<file path="src/rtl/mpr_pkg.sv">
`timescale 1ns / 1ps

package mpr_pkg;

    localparam int QUEUE_DEPTH = 4;
    localparam logic [7:0] REPLY_BYTES = 8'd13;

    localparam logic [15:0] WRITE_INTERVAL_RST = 16'd5;
    localparam logic [7:0] FIRST_TERMINAL_RST = 8'd1;
    localparam logic [8:0] TERMINAL_COUNT_RST = 9'd1;
    localparam logic [7:0] STATION_ID_RST = 8'd1;

    localparam logic [15:0] CRC_INIT = 16'hFFFF;
    localparam logic [15:0] CRC_POLY = 16'hA001;

    localparam logic [1:0] CFG_WRITE_INTERVAL = 2'd0;
    localparam logic [1:0] CFG_FIRST_TERMINAL = 2'd1;
    localparam logic [1:0] CFG_TERMINAL_COUNT = 2'd2;

    localparam logic OP_TICK = 1'b0;
    localparam logic OP_REPLY = 1'b1;

    localparam logic KIND_FRAME = 1'b0;
    localparam logic KIND_VERDICT = 1'b1;

    localparam logic [1:0] VERDICT_WAIT = 2'd0;
    localparam logic [1:0] VERDICT_ACCEPTED = 2'd1;
    localparam logic [1:0] VERDICT_BAD_ADDR = 2'd2;
    localparam logic [1:0] VERDICT_OVERSIZED = 2'd3;

    localparam logic [2:0] IDX_STATION = 3'd0;
    localparam logic [2:0] IDX_CRC_LO = 3'd6;
    localparam logic [2:0] IDX_CRC_HI = 3'd7;

    typedef struct packed {
        logic       is_reply;
        logic [7:0] station;
        logic [1:0] verdict;
    } cmd_t;

    function automatic logic [7:0] body_byte(input logic [2:0] idx);
        logic [7:0] b;
        case (idx)
            3'd1: b = 8'd3;
            3'd2: b = 8'd0;
            3'd3: b = 8'd42;
            3'd4: b = 8'd0;
            3'd5: b = 8'd4;
            default: b = 8'd0;
        endcase
        return b;
    endfunction

    function automatic logic [15:0] crc_step(input logic [15:0] crc_in, input logic [7:0] b);
        logic [15:0] c;
        c = crc_in ^ {8'd0, b};
        for (int i = 0; i < 8; i++)
        begin
            if (c[0])
                c = (c >> 1) ^ CRC_POLY;
            else
                c = c >> 1;
        end
        return c;
    endfunction

endpackage

</file>
<file path="src/rtl/mpr_front.sv">
`timescale 1ns / 1ps

module mpr_front (
    input  logic              clk,
    input  logic              rst_n,
    input  logic              cfg_valid,
    output logic              cfg_ready,
    input  logic [1:0]        cfg_index,
    input  logic [15:0]       cfg_data,
    input  logic              in_valid,
    output logic              in_ready,
    input  logic              op,
    input  logic              port_ready,
    input  logic [7:0]        reply_length,
    input  logic [7:0]        reply_address,
    output logic              push_valid,
    input  logic              push_ready,
    output mpr_pkg::cmd_t     push_cmd
);
    import mpr_pkg::*;

    logic [15:0] write_interval_reg, write_interval_next;
    logic [7:0]  first_terminal_reg, first_terminal_next;
    logic [8:0]  terminal_count_reg, terminal_count_next;
    logic [15:0] tick_count_reg, tick_count_next;
    logic [7:0]  station_id_reg, station_id_next;

    logic        accept;
    logic [15:0] tick_inc;
    logic        due;
    logic        send;
    logic [7:0]  offset;
    logic [8:0]  offset_inc;
    logic [9:0]  range_hi;
    logic        addr_ok;
    logic [1:0]  verdict_val;

    assign cfg_ready = 1'b1;
    assign in_ready  = push_ready;
    assign accept    = in_valid && in_ready;

    // tick counting and id stepping
    assign tick_inc   = (tick_count_reg == 16'hFFFF) ? tick_count_reg : tick_count_reg + 16'd1;
    assign due        = (tick_inc >= write_interval_reg);
    assign send       = due && port_ready;
    assign offset     = station_id_reg - first_terminal_reg;
    assign offset_inc = {1'b0, offset} + 9'd1;

    // reply screening
    assign range_hi = {2'b00, first_terminal_reg} + {1'b0, terminal_count_reg};
    assign addr_ok  = (reply_address >= first_terminal_reg) &&
                      ({2'b00, reply_address} < range_hi);

    always_comb
    begin
        if (reply_length == REPLY_BYTES)
            verdict_val = addr_ok ? VERDICT_ACCEPTED : VERDICT_BAD_ADDR;
        else if (reply_length > REPLY_BYTES)
            verdict_val = VERDICT_OVERSIZED;
        else
            verdict_val = VERDICT_WAIT;
    end

    assign push_valid       = in_valid && ((op == OP_REPLY) || send);
    assign push_cmd.is_reply = (op == OP_REPLY);
    assign push_cmd.station  = station_id_reg;
    assign push_cmd.verdict  = (op == OP_REPLY) ? verdict_val : VERDICT_WAIT;

    always_comb
    begin
        write_interval_next = write_interval_reg;
        first_terminal_next = first_terminal_reg;
        terminal_count_next = terminal_count_reg;
        if (cfg_valid && cfg_ready)
        begin
            case (cfg_index)
                CFG_WRITE_INTERVAL: write_interval_next = cfg_data;
                CFG_FIRST_TERMINAL: first_terminal_next = cfg_data[7:0];
                CFG_TERMINAL_COUNT: terminal_count_next = cfg_data[8:0];
                default: ;
            endcase
        end
    end

    always_comb
    begin
        tick_count_next = tick_count_reg;
        station_id_next = station_id_reg;
        if (accept && (op == OP_TICK))
        begin
            tick_count_next = due ? 16'd0 : tick_inc;
            if (send)
            begin
                if (offset_inc >= terminal_count_reg)
                    station_id_next = first_terminal_reg;
                else
                    station_id_next = first_terminal_reg + offset_inc[7:0];
            end
        end
    end

    always_ff @(posedge clk or negedge rst_n)
    begin
        if (!rst_n)
        begin
            write_interval_reg <= WRITE_INTERVAL_RST;
            first_terminal_reg <= FIRST_TERMINAL_RST;
            terminal_count_reg <= TERMINAL_COUNT_RST;
            tick_count_reg     <= 16'd0;
            station_id_reg     <= STATION_ID_RST;
        end
        else
        begin
            write_interval_reg <= write_interval_next;
            first_terminal_reg <= first_terminal_next;
            terminal_count_reg <= terminal_count_next;
            tick_count_reg     <= tick_count_next;
            station_id_reg     <= station_id_next;
        end
    end

endmodule

</file>
<file path="src/rtl/mpr_queue.sv">
`timescale 1ns / 1ps

module mpr_queue #(
    parameter int DEPTH = mpr_pkg::QUEUE_DEPTH
) (
    input  logic          clk,
    input  logic          rst_n,
    input  logic          push_valid,
    output logic          push_ready,
    input  mpr_pkg::cmd_t push_cmd,
    output logic          pop_valid,
    input  logic          pop_ready,
    output mpr_pkg::cmd_t pop_cmd
);
    import mpr_pkg::*;

    localparam int PW = (DEPTH > 1) ? $clog2(DEPTH) : 1;
    localparam int CW = $clog2(DEPTH + 1);
    localparam logic [PW-1:0] LAST_PTR = PW'(DEPTH - 1);
    localparam logic [CW-1:0] FULL_CNT = CW'(DEPTH);

    cmd_t          mem [DEPTH];
    logic [PW-1:0] wr_ptr_reg, wr_ptr_next;
    logic [PW-1:0] rd_ptr_reg, rd_ptr_next;
    logic [CW-1:0] count_reg, count_next;
    logic          do_push;
    logic          do_pop;

    assign push_ready = (count_reg != FULL_CNT);
    assign pop_valid  = (count_reg != '0);
    assign pop_cmd    = mem[rd_ptr_reg];
    assign do_push    = push_valid && push_ready;
    assign do_pop     = pop_valid && pop_ready;

    always_comb
    begin
        wr_ptr_next = wr_ptr_reg;
        rd_ptr_next = rd_ptr_reg;
        count_next  = count_reg;
        if (do_push)
            wr_ptr_next = (wr_ptr_reg == LAST_PTR) ? '0 : wr_ptr_reg + PW'(1);
        if (do_pop)
            rd_ptr_next = (rd_ptr_reg == LAST_PTR) ? '0 : rd_ptr_reg + PW'(1);
        if (do_push && !do_pop)
            count_next = count_reg + CW'(1);
        else if (do_pop && !do_push)
            count_next = count_reg - CW'(1);
    end

    always_ff @(posedge clk)
    begin
        if (do_push)
            mem[wr_ptr_reg] <= push_cmd;
    end

    always_ff @(posedge clk or negedge rst_n)
    begin
        if (!rst_n)
        begin
            wr_ptr_reg <= '0;
            rd_ptr_reg <= '0;
            count_reg  <= '0;
        end
        else
        begin
            wr_ptr_reg <= wr_ptr_next;
            rd_ptr_reg <= rd_ptr_next;
            count_reg  <= count_next;
        end
    end

endmodule

</file>
<file path="src/rtl/mpr_back.sv">
`timescale 1ns / 1ps

module mpr_back (
    input  logic          clk,
    input  logic          rst_n,
    input  logic          cmd_valid,
    output logic          cmd_ready,
    input  mpr_pkg::cmd_t cmd,
    output logic          out_valid,
    input  logic          out_ready,
    output logic          kind,
    output logic [7:0]    frame_byte,
    output logic          last_byte,
    output logic [1:0]    verdict
);
    import mpr_pkg::*;

    typedef enum logic [1:0] {
        S_IDLE  = 2'b01,
        S_FRAME = 2'b10
    } state_t;

    state_t      state_reg, state_next;
    logic [2:0]  idx_reg, idx_next;
    logic [15:0] crc_reg, crc_next;
    logic [7:0]  sid_reg, sid_next;
    logic        out_valid_reg, out_valid_next;
    logic        kind_reg, kind_next;
    logic [7:0]  frame_byte_reg, frame_byte_next;
    logic        last_byte_reg, last_byte_next;
    logic [1:0]  verdict_reg, verdict_next;

    logic        out_free;
    logic [7:0]  cur_byte;

    assign out_free = !out_valid_reg || out_ready;

    always_comb
    begin
        case (idx_reg)
            IDX_STATION: cur_byte = sid_reg;
            IDX_CRC_LO:  cur_byte = crc_reg[7:0];
            IDX_CRC_HI:  cur_byte = crc_reg[15:8];
            default:     cur_byte = body_byte(idx_reg);
        endcase
    end

    always_comb
    begin
        state_next      = state_reg;
        idx_next        = idx_reg;
        crc_next        = crc_reg;
        sid_next        = sid_reg;
        out_valid_next  = out_valid_reg;
        kind_next       = kind_reg;
        frame_byte_next = frame_byte_reg;
        last_byte_next  = last_byte_reg;
        verdict_next    = verdict_reg;
        cmd_ready       = 1'b0;
        case (state_reg)
            S_IDLE:
            begin
                if (out_free)
                begin
                    out_valid_next = 1'b0;
                    if (cmd_valid)
                    begin
                        cmd_ready = 1'b1;
                        if (cmd.is_reply)
                        begin
                            out_valid_next  = 1'b1;
                            kind_next       = KIND_VERDICT;
                            frame_byte_next = 8'd0;
                            last_byte_next  = 1'b0;
                            verdict_next    = cmd.verdict;
                        end
                        else
                        begin
                            sid_next   = cmd.station;
                            idx_next   = IDX_STATION;
                            crc_next   = CRC_INIT;
                            state_next = S_FRAME;
                        end
                    end
                end
            end
            S_FRAME:
            begin
                if (out_free)
                begin
                    out_valid_next  = 1'b1;
                    kind_next       = KIND_FRAME;
                    frame_byte_next = cur_byte;
                    last_byte_next  = (idx_reg == IDX_CRC_HI);
                    verdict_next    = VERDICT_WAIT;
                    // crc covers the station id and body only
                    if (idx_reg < IDX_CRC_LO)
                        crc_next = crc_step(crc_reg, cur_byte);
                    idx_next        = idx_reg + 3'd1;
                    if (idx_reg == IDX_CRC_HI)
                        state_next = S_IDLE;
                end
            end
            default:
            begin
                state_next = S_IDLE;
            end
        endcase
    end

    always_ff @(posedge clk or negedge rst_n)
    begin
        if (!rst_n)
        begin
            state_reg     <= S_IDLE;
            out_valid_reg <= 1'b0;
        end
        else
        begin
            state_reg     <= state_next;
            out_valid_reg <= out_valid_next;
        end
    end

    always_ff @(posedge clk)
    begin
        idx_reg        <= idx_next;
        crc_reg        <= crc_next;
        sid_reg        <= sid_next;
        kind_reg       <= kind_next;
        frame_byte_reg <= frame_byte_next;
        last_byte_reg  <= last_byte_next;
        verdict_reg    <= verdict_next;
    end

    assign out_valid  = out_valid_reg;
    assign kind       = kind_reg;
    assign frame_byte = frame_byte_reg;
    assign last_byte  = last_byte_reg;
    assign verdict    = verdict_reg;

endmodule

</file>
<file path="src/rtl/modbus_poll_request_generator_unit.sv">
// Modbus RTU polling master. Tick items count seconds; when the count reaches
// write_interval and port_ready is set, a read-holding-registers request of
// eight bytes (station id, 3, 0, 42, 0, 4, CRC-16 low, CRC-16 high) is sent
// out, last_byte marking the CRC high byte, and the station id steps round the
// configured range. Reply items give one verdict each. The front accepts one
// item per cycle while the command queue has room; a reply verdict appears
// in the cycle after it leaves the queue. A request holds the byte sequencer
// from its load until the CRC high byte is out, one byte per cycle while the
// output is taken; no new command is taken meanwhile. Configuration writes
// are always taken and must be done while the block is idle.
`timescale 1ns / 1ps

module modbus_poll_request_generator_unit #(
    parameter int QUEUE_DEPTH = mpr_pkg::QUEUE_DEPTH
) (
    input  logic        clk,
    input  logic        rst_n,
    input  logic        cfg_valid,
    output logic        cfg_ready,
    input  logic [1:0]  cfg_index,
    input  logic [15:0] cfg_data,
    input  logic        in_valid,
    output logic        in_ready,
    input  logic        op,
    input  logic        port_ready,
    input  logic [7:0]  reply_length,
    input  logic [7:0]  reply_address,
    output logic        out_valid,
    input  logic        out_ready,
    output logic        kind,
    output logic [7:0]  frame_byte,
    output logic        last_byte,
    output logic [1:0]  verdict
);
    import mpr_pkg::*;

    logic push_valid;
    logic push_ready;
    cmd_t push_cmd;
    logic pop_valid;
    logic pop_ready;
    cmd_t pop_cmd;

    mpr_front u_front (
        .clk           (clk),
        .rst_n         (rst_n),
        .cfg_valid     (cfg_valid),
        .cfg_ready     (cfg_ready),
        .cfg_index     (cfg_index),
        .cfg_data      (cfg_data),
        .in_valid      (in_valid),
        .in_ready      (in_ready),
        .op            (op),
        .port_ready    (port_ready),
        .reply_length  (reply_length),
        .reply_address (reply_address),
        .push_valid    (push_valid),
        .push_ready    (push_ready),
        .push_cmd      (push_cmd)
    );

    mpr_queue #(
        .DEPTH (QUEUE_DEPTH)
    ) u_queue (
        .clk        (clk),
        .rst_n      (rst_n),
        .push_valid (push_valid),
        .push_ready (push_ready),
        .push_cmd   (push_cmd),
        .pop_valid  (pop_valid),
        .pop_ready  (pop_ready),
        .pop_cmd    (pop_cmd)
    );

    mpr_back u_back (
        .clk        (clk),
        .rst_n      (rst_n),
        .cmd_valid  (pop_valid),
        .cmd_ready  (pop_ready),
        .cmd        (pop_cmd),
        .out_valid  (out_valid),
        .out_ready  (out_ready),
        .kind       (kind),
        .frame_byte (frame_byte),
        .last_byte  (last_byte),
        .verdict    (verdict)
    );

endmodule

</file>
<file path="config.mk">
export PLATFORM = sky130hd
export DESIGN_NAME = modbus_poll_request_generator_unit
export DESIGN_NICKNAME = d
export VERILOG_FILES = /design/src/rtl/mpr_pkg.sv /design/src/rtl/mpr_front.sv /design/src/rtl/mpr_queue.sv /design/src/rtl/mpr_back.sv /design/src/rtl/modbus_poll_request_generator_unit.sv
export SDC_FILE = /design/constraint.sdc
export NUM_CORES = 1
export LEC_CHECK = 0
export BUFFER_PORTS_ARGS = -buffer_cell sky130_fd_sc_hd__buf_2
export CORE_MARGIN = 1
export CORE_UTILIZATION = 45
export DETAILED_ROUTE_END_ITERATION = 16
export GPL_TIMING_DRIVEN = 0
export PLACE_DENSITY = 0.6
export SETUP_SLACK_MARGIN = 0.05
export SLEW_MARGIN = 20
export SYNTH_ARGS = -nofsm -noshare
export SYNTH_HDL_FRONTEND = slang
export SYNTH_SLANG_ARGS = --single-unit
</file>
<file path="constraint.sdc">
create_clock -name clk -period 8 [get_ports clk]
set_input_delay 0.8 -clock clk [delete_from_list [all_inputs] [get_ports clk]]
set_output_delay 0.8 -clock clk [all_outputs]
set_load 0.005 [all_outputs]
</file>
**Yosys cells after proc, flatten, opt, wreduce, memory -nomap -nowiden**

Memories as Yosys holds them, arrays and structs flattened.
Index checks and enable logic that the tools add are counted.

- Register bits after elaboration: 106
- Memory bits (writable): 44
- Bits of input ports: 41
- Output and inout port bits: 15
- Logic and storage cells: 184
- Memories kept: 1

Memory list:

| name | words | width | read ports | clocked after memory_dff | write ports | RTL line | RTL |
|---|---|---|---|---|---|---|---|
| u_queue.mem | 4 | 11 | 1 | 0 | 1 | mpr_queue.sv:22 | `cmd_t mem [DEPTH];` |

- $add $sub $neg: 10
- Order comparisons: 6
- Eq/ne operators: 21
- Mux-type cells: 89
- Bitwise logic cells: 11
- Reductions and logical operators: 29

Operators by type and width:

| operator | count |
|---|---|
| $mux W16 | 36 |
| $mux W8 | 5 |
| $pmux W16 S2 | 1 |
| $mux W2 | 15 |
| $not A2 Y3 | 8 |
| $pmux W8 S3 | 1 |
| $mux W3 | 6 |
| $pmux W6 S3 | 1 |
| $mux W1 | 17 |
| $add A16 B1 Y16 const B | 1 |
| $eq A16 B16 Y1 const B | 1 |
| $ge A16 B16 Y1 | 1 |
| $pmux W8 S2 | 1 |
| $xor A16 B8 Y16 | 1 |
| $reduce_and A5 Y1 | 3 |
| $add A8 B9 Y10 | 1 |
| $lt A8 B10 Y1 | 1 |
| $add A8 B1 Y9 const B | 1 |
| $eq A3 B3 Y1 const B | 3 |
| $ge A9 B9 Y1 | 1 |
| $logic_and A1 B1 Y1 | 9 |
| $add A8 B8 Y8 | 1 |
| $eq A2 B2 Y1 const B | 4 |
| $eq A8 B4 Y1 const B | 1 |
| other kinds (27) | 46 |

**Longest topological paths before layout**

- Depth in word-level cells: 44
- Depth in mapped cells: 20
- Depth with buffers taken out: 20

**By module**

From an unflattened synthesis, not the netlist that was laid out.

- Cell total of the unflattened synthesis: 810
- Area total of the unflattened synthesis: 9004.9 um^2

By module, submodules not included:

| module | instances | cells an instance | area each (um^2) | sequential area each (um^2) |
|---|---|---|---|---|
| mpr_front | 1 | 519 | 4689.5 | 1432.6 |
| mpr_back | 1 | 198 | 2290.9 | 1247.4 |
| mpr_queue | 1 | 93 | 2024.4 | 1496.4 |

**Worst setup path after synthesis**

OpenSTA, ideal clock, no wires.

- Kind: reg-to-reg
- Start point: register u_front.tick_count_reg[0]
- End point: register u_queue.count_reg[2]
- Library setup time: 0.079 ns
- Arrival time: 4.057 ns
- Required time: 7.921 ns
- Path slack: 3.864 ns
- Cell stages (with the launch flop): 21
- Path buffers: 1
- Clock period less this slack: 4.136 ns
- Cell sequence: dfrtp_1 -> ha_1 -> nand4_1 -> or3_1 -> clkbuf_1 -> nand4_1 -> xnor2_1 -> ha_1 -> nand4_1 -> nor2_1 -> and4b_1 -> nor3b_1 -> o21bai_1 -> a21oi_1 -> nor2_1 -> ha_1 -> inv_1 -> fa_1 -> xor2_1 -> nor2_1 -> xor2_1

- Cells in the longest elaborated chain, start to end: 10
- Elaborated cells on any way between the ends: 13
- Those cells by class: add/sub (1); order compare (1); eq/ne (1); mux (2); reduce/logical (8)

RTL lines:

| item | RTL line | RTL |
|---|---|---|
| start, declared | mpr_front.sv:25 | `logic [15:0] tick_count_reg, tick_count_next;` |
| start signal, assigned | mpr_front.sv:117 | `tick_count_reg <= tick_count_next;` |
| $add A16 B1 Y16 or $eq A16 B16 Y1 (tied branches) | mpr_front.sv:43 | `assign tick_inc = (tick_count_reg == 16'hFFFF) ? tick_count_reg : tick_count_reg + 16'd1;` |
| $mux W16 * | mpr_front.sv:43 |  |
| $ge A16 B16 Y1 * | mpr_front.sv:44 | `assign due = (tick_inc >= write_interval_reg);` |
| $logic_and A1 B1 Y1 * | mpr_front.sv:45 | `assign send = due && port_ready;` |
| $logic_or A1 B1 Y1 * | mpr_front.sv:64 | `assign push_valid = in_valid && ((op == OP_REPLY) \|\| send);` |
| $logic_and A1 B1 Y1 * | mpr_front.sv:64 |  |
| $logic_and A1 B1 Y1 * | mpr_queue.sv:32 | `assign do_push = push_valid && push_ready;` |
| net u_queue.do_push | mpr_queue.sv:26 | `logic do_push;` |
| $logic_not A1 Y1 | mpr_queue.sv:46 | `else if (do_pop && !do_push)` |
| $logic_and A1 B1 Y1 | mpr_queue.sv:46 |  |
| $reduce_bool A2 Y1 (no source line) | -- |  |
| end signal, assigned | mpr_queue.sv:68 | `count_reg <= count_next;` |
| end, declared | mpr_queue.sv:25 | `logic [CW-1:0] count_reg, count_next;` |

Mark *: on every way through the listed nets, which the timed path passes. The rest lies on a longest branch.
A chain may end at the register's enable or synchronous reset.

**Final worst setup path**

Same ends and word-level chain as after synthesis.

==> results.ini <==
[status]
status=complete, no violations

[sta]
rsz0062_at_grt=no
period_share_pct=63.8
hold_viol=0
fin_setup_tns_ns=0
slew_headroom_pct=31.1
worst_pin_slew_ns=1.03
finalSetupViolations=0
slew_viol_final=0
worst_slack_ns=2.89
finClkSkew_ns=0.0147
fin_hold_ws_ns=0.273
period_minus_slack_ns=5.11
fmax_mhz=196

[yosys]
synthCells=838
synth_compound_area_share_pct=13.7
syn-num-nets=962
ys.flop_type=edfxtp_1
yosys_warnings=0
ys_types=80
ys_ff_latch=150
synth-adder-area-share_pct=11.7
synth_top_family_by_area=simple AND/OR/NAND/NOR gates
ys_seq_area_share_pct=45.8
synthArstFlopShare_pct=44.7
synth_area_per_cell_um2=10.9
synth-simple-area-share_pct=14.0
synthXorXnorAreaFrac_pct=4.82
synth-edff-count=83
synth_area_um2=9120
muxShareOfSynthArea_pct=6.41

[clocking]
cts.sinks=150
clockBufferDepth=2
clock_latency_ns=0.42
cts-buffers-inserted=17
clk_pin_slew_ns=0.06
postCtsSetupBuffers=0
cts_root_buf=clkbuf_16
cts_tree=built
cts_resized=0
cts_hold_buf=0
htree_levels=4

[final_layout]
largest_register_ffs=44
num_antenna_cells=0
drive_above_1_share_pct=16.6
num-nets-final=1037
area_delta_synth_final_pct=13.3
final_common_cell=edfxtp_1
utilization_pct=52.6
instances_no_fill=1190
fill_cells=1769
layout_common_cells=83 x edfxtp_1, 80 x nand2_1, 79 x ha_1
post-route-cell-area_um2=10300
max_flop_register=u_queue.mem

[die]
coreArea_um2=19700
start_util_pct=46.4
die_w_um=144
rows=51
die_h_um=144
num_io_pins=56
dieArea_um2=20800

[grt]
grt_pass1_wl_um=31200
grt_use_total_pct=19.7
grt_pass1_vias=6182
grt-ovfl-total=0
grt_max_degree=49
antenna_found_initial=0

[setup_path]
end_kind=flip-flop
worstPathArrival_ns=5.43
start_kind=flip-flop
cp.required_ns=8.33
crit_type=flip-flop to flip-flop
crit_fanout=10

[detailed_routing]
drc_errors=0
postRouteAntennaNets=0
dr.pass1.iters=7
wirelength_um=18800
num_vias=6357
viasPerCell=5.34
wl_per_cell_um=15.8
drt_iter0_drc=282

[power]
ir_drop_uv=157
power_mw=4.11
p_per_area_nw_per_um2=398
p_leak_nw=4.30

[placement]
pre_cts_slack_ns=2.97
dp.cells=1159
hpwl_um=14400
place_area_um2=9760
io_buffers=54
place_congestion=0.807

[job]
cap_viol_max_count=0

[min_path]
hp-class=primary input to async pin

[routing by layer]
metal  global-route usage [%]  vias up  wire length [um]
met1                     25.1     3024              8760
met4                     5.60        0               201
met5                        0        -                 0
met2                     33.7      116              9300
met3                     4.04       14               577
li1                         -     3203                 -
[where the power goes]
group          switching (mW)  total [mW]  internal [mW]
combinational            1.17        2.09          0.917
sequential              0.147        1.24           1.09
clock                   0.302       0.784          0.482
total                    1.62        4.11           2.49
[cell type report]
class                      instances  area (um2)  share of cell area, %
multi-input combinational        608        4630                   44.8
clock buffer                      18         429                   4.15
inverter                          58         218                   2.11
sequential                       150        4180                   40.4
buffer                            22         100                  0.969
clock inverter                    13         139                   1.34
tap                              265         332                   3.21
timing repair buffer              56         312                   3.02
[worst paths after layout]
path,slack [ns],cells after the start,from,to
max,2.89,20,u_front.tick_count_reg[0],u_queue.count_reg[2]
min in group clk,0.49,1,u_queue.count_reg[2],u_queue.count_reg[2]
max in group asynchronous,7.13,2,rst_n,u_front.station_id_reg[0]
min reg2reg,0.49,1,u_queue.count_reg[2],u_queue.count_reg[2]
min,0.27,1,rst_n,u_front.tick_count_reg[12]
max reg2reg,2.89,20,u_front.tick_count_reg[0],u_queue.count_reg[2]
[worst max-delay path: stages (launching register included)]
cell and delay (ns):
dfrtp_1 0.45, ha_1 0.27, nand4_1 0.20, or3_1 0.48, clkbuf_1 0.26, nand4_1 0.18
xnor2_1 0.11, ha_1 0.31, nand4_1 0.19, nor2_1 0.19, and4b_1 0.26, nor3b_1 0.07
o21bai_1 0.44, a21oi_1 0.14, nor2_1 0.35, ha_1 0.26, inv_1 0.06, fa_1 0.37
xor2_1 0.15, nor2_1 0.11, xor2_1 0.16
[synthesized netlist by cell type (all sizes together) (5+ instances only)]
cell type	instances	area share, %
clkbuf	15	0.62
nand2b	17	1.2
dfrtp	61	17
nor2b	5	0.37
nor3b	8	0.77
o211ai	9	0.74
o31ai	8	0.66
nand3b	6	0.49
o21a	8	0.66
a21o	18	1.5
nor2	42	1.7
xor2	15	1.5
buf	7	0.48
xnor2	29	2.8
nand2	81	3.4
nand3	19	1.0
mux4	11	2.7
edfxtp	83	27
nand4	9	0.62
and3	12	0.82
o21ai	57	3.2
a22o	5	0.48
or2	5	0.34
dfstp	6	1.7
mux2i	5	0.69
a211oi	5	0.47
or3	7	0.48
mux2	24	3.0
nor3	12	0.71
inv	58	2.4
a21oi	44	2.5
ha	79	11
and2	12	0.85
[kinds of logic after synthesis]
group | count (synthesis)
AOI/OAI and AO/OA | 190
xor gates and xnor gates | 46
adders and majority gates | 83
buffers and inverters | 80
DFF | 150
muxes | 40
other | 1
and+or+nand+nor | 248
No activity file was read; power rests on OpenSTA's default activity.
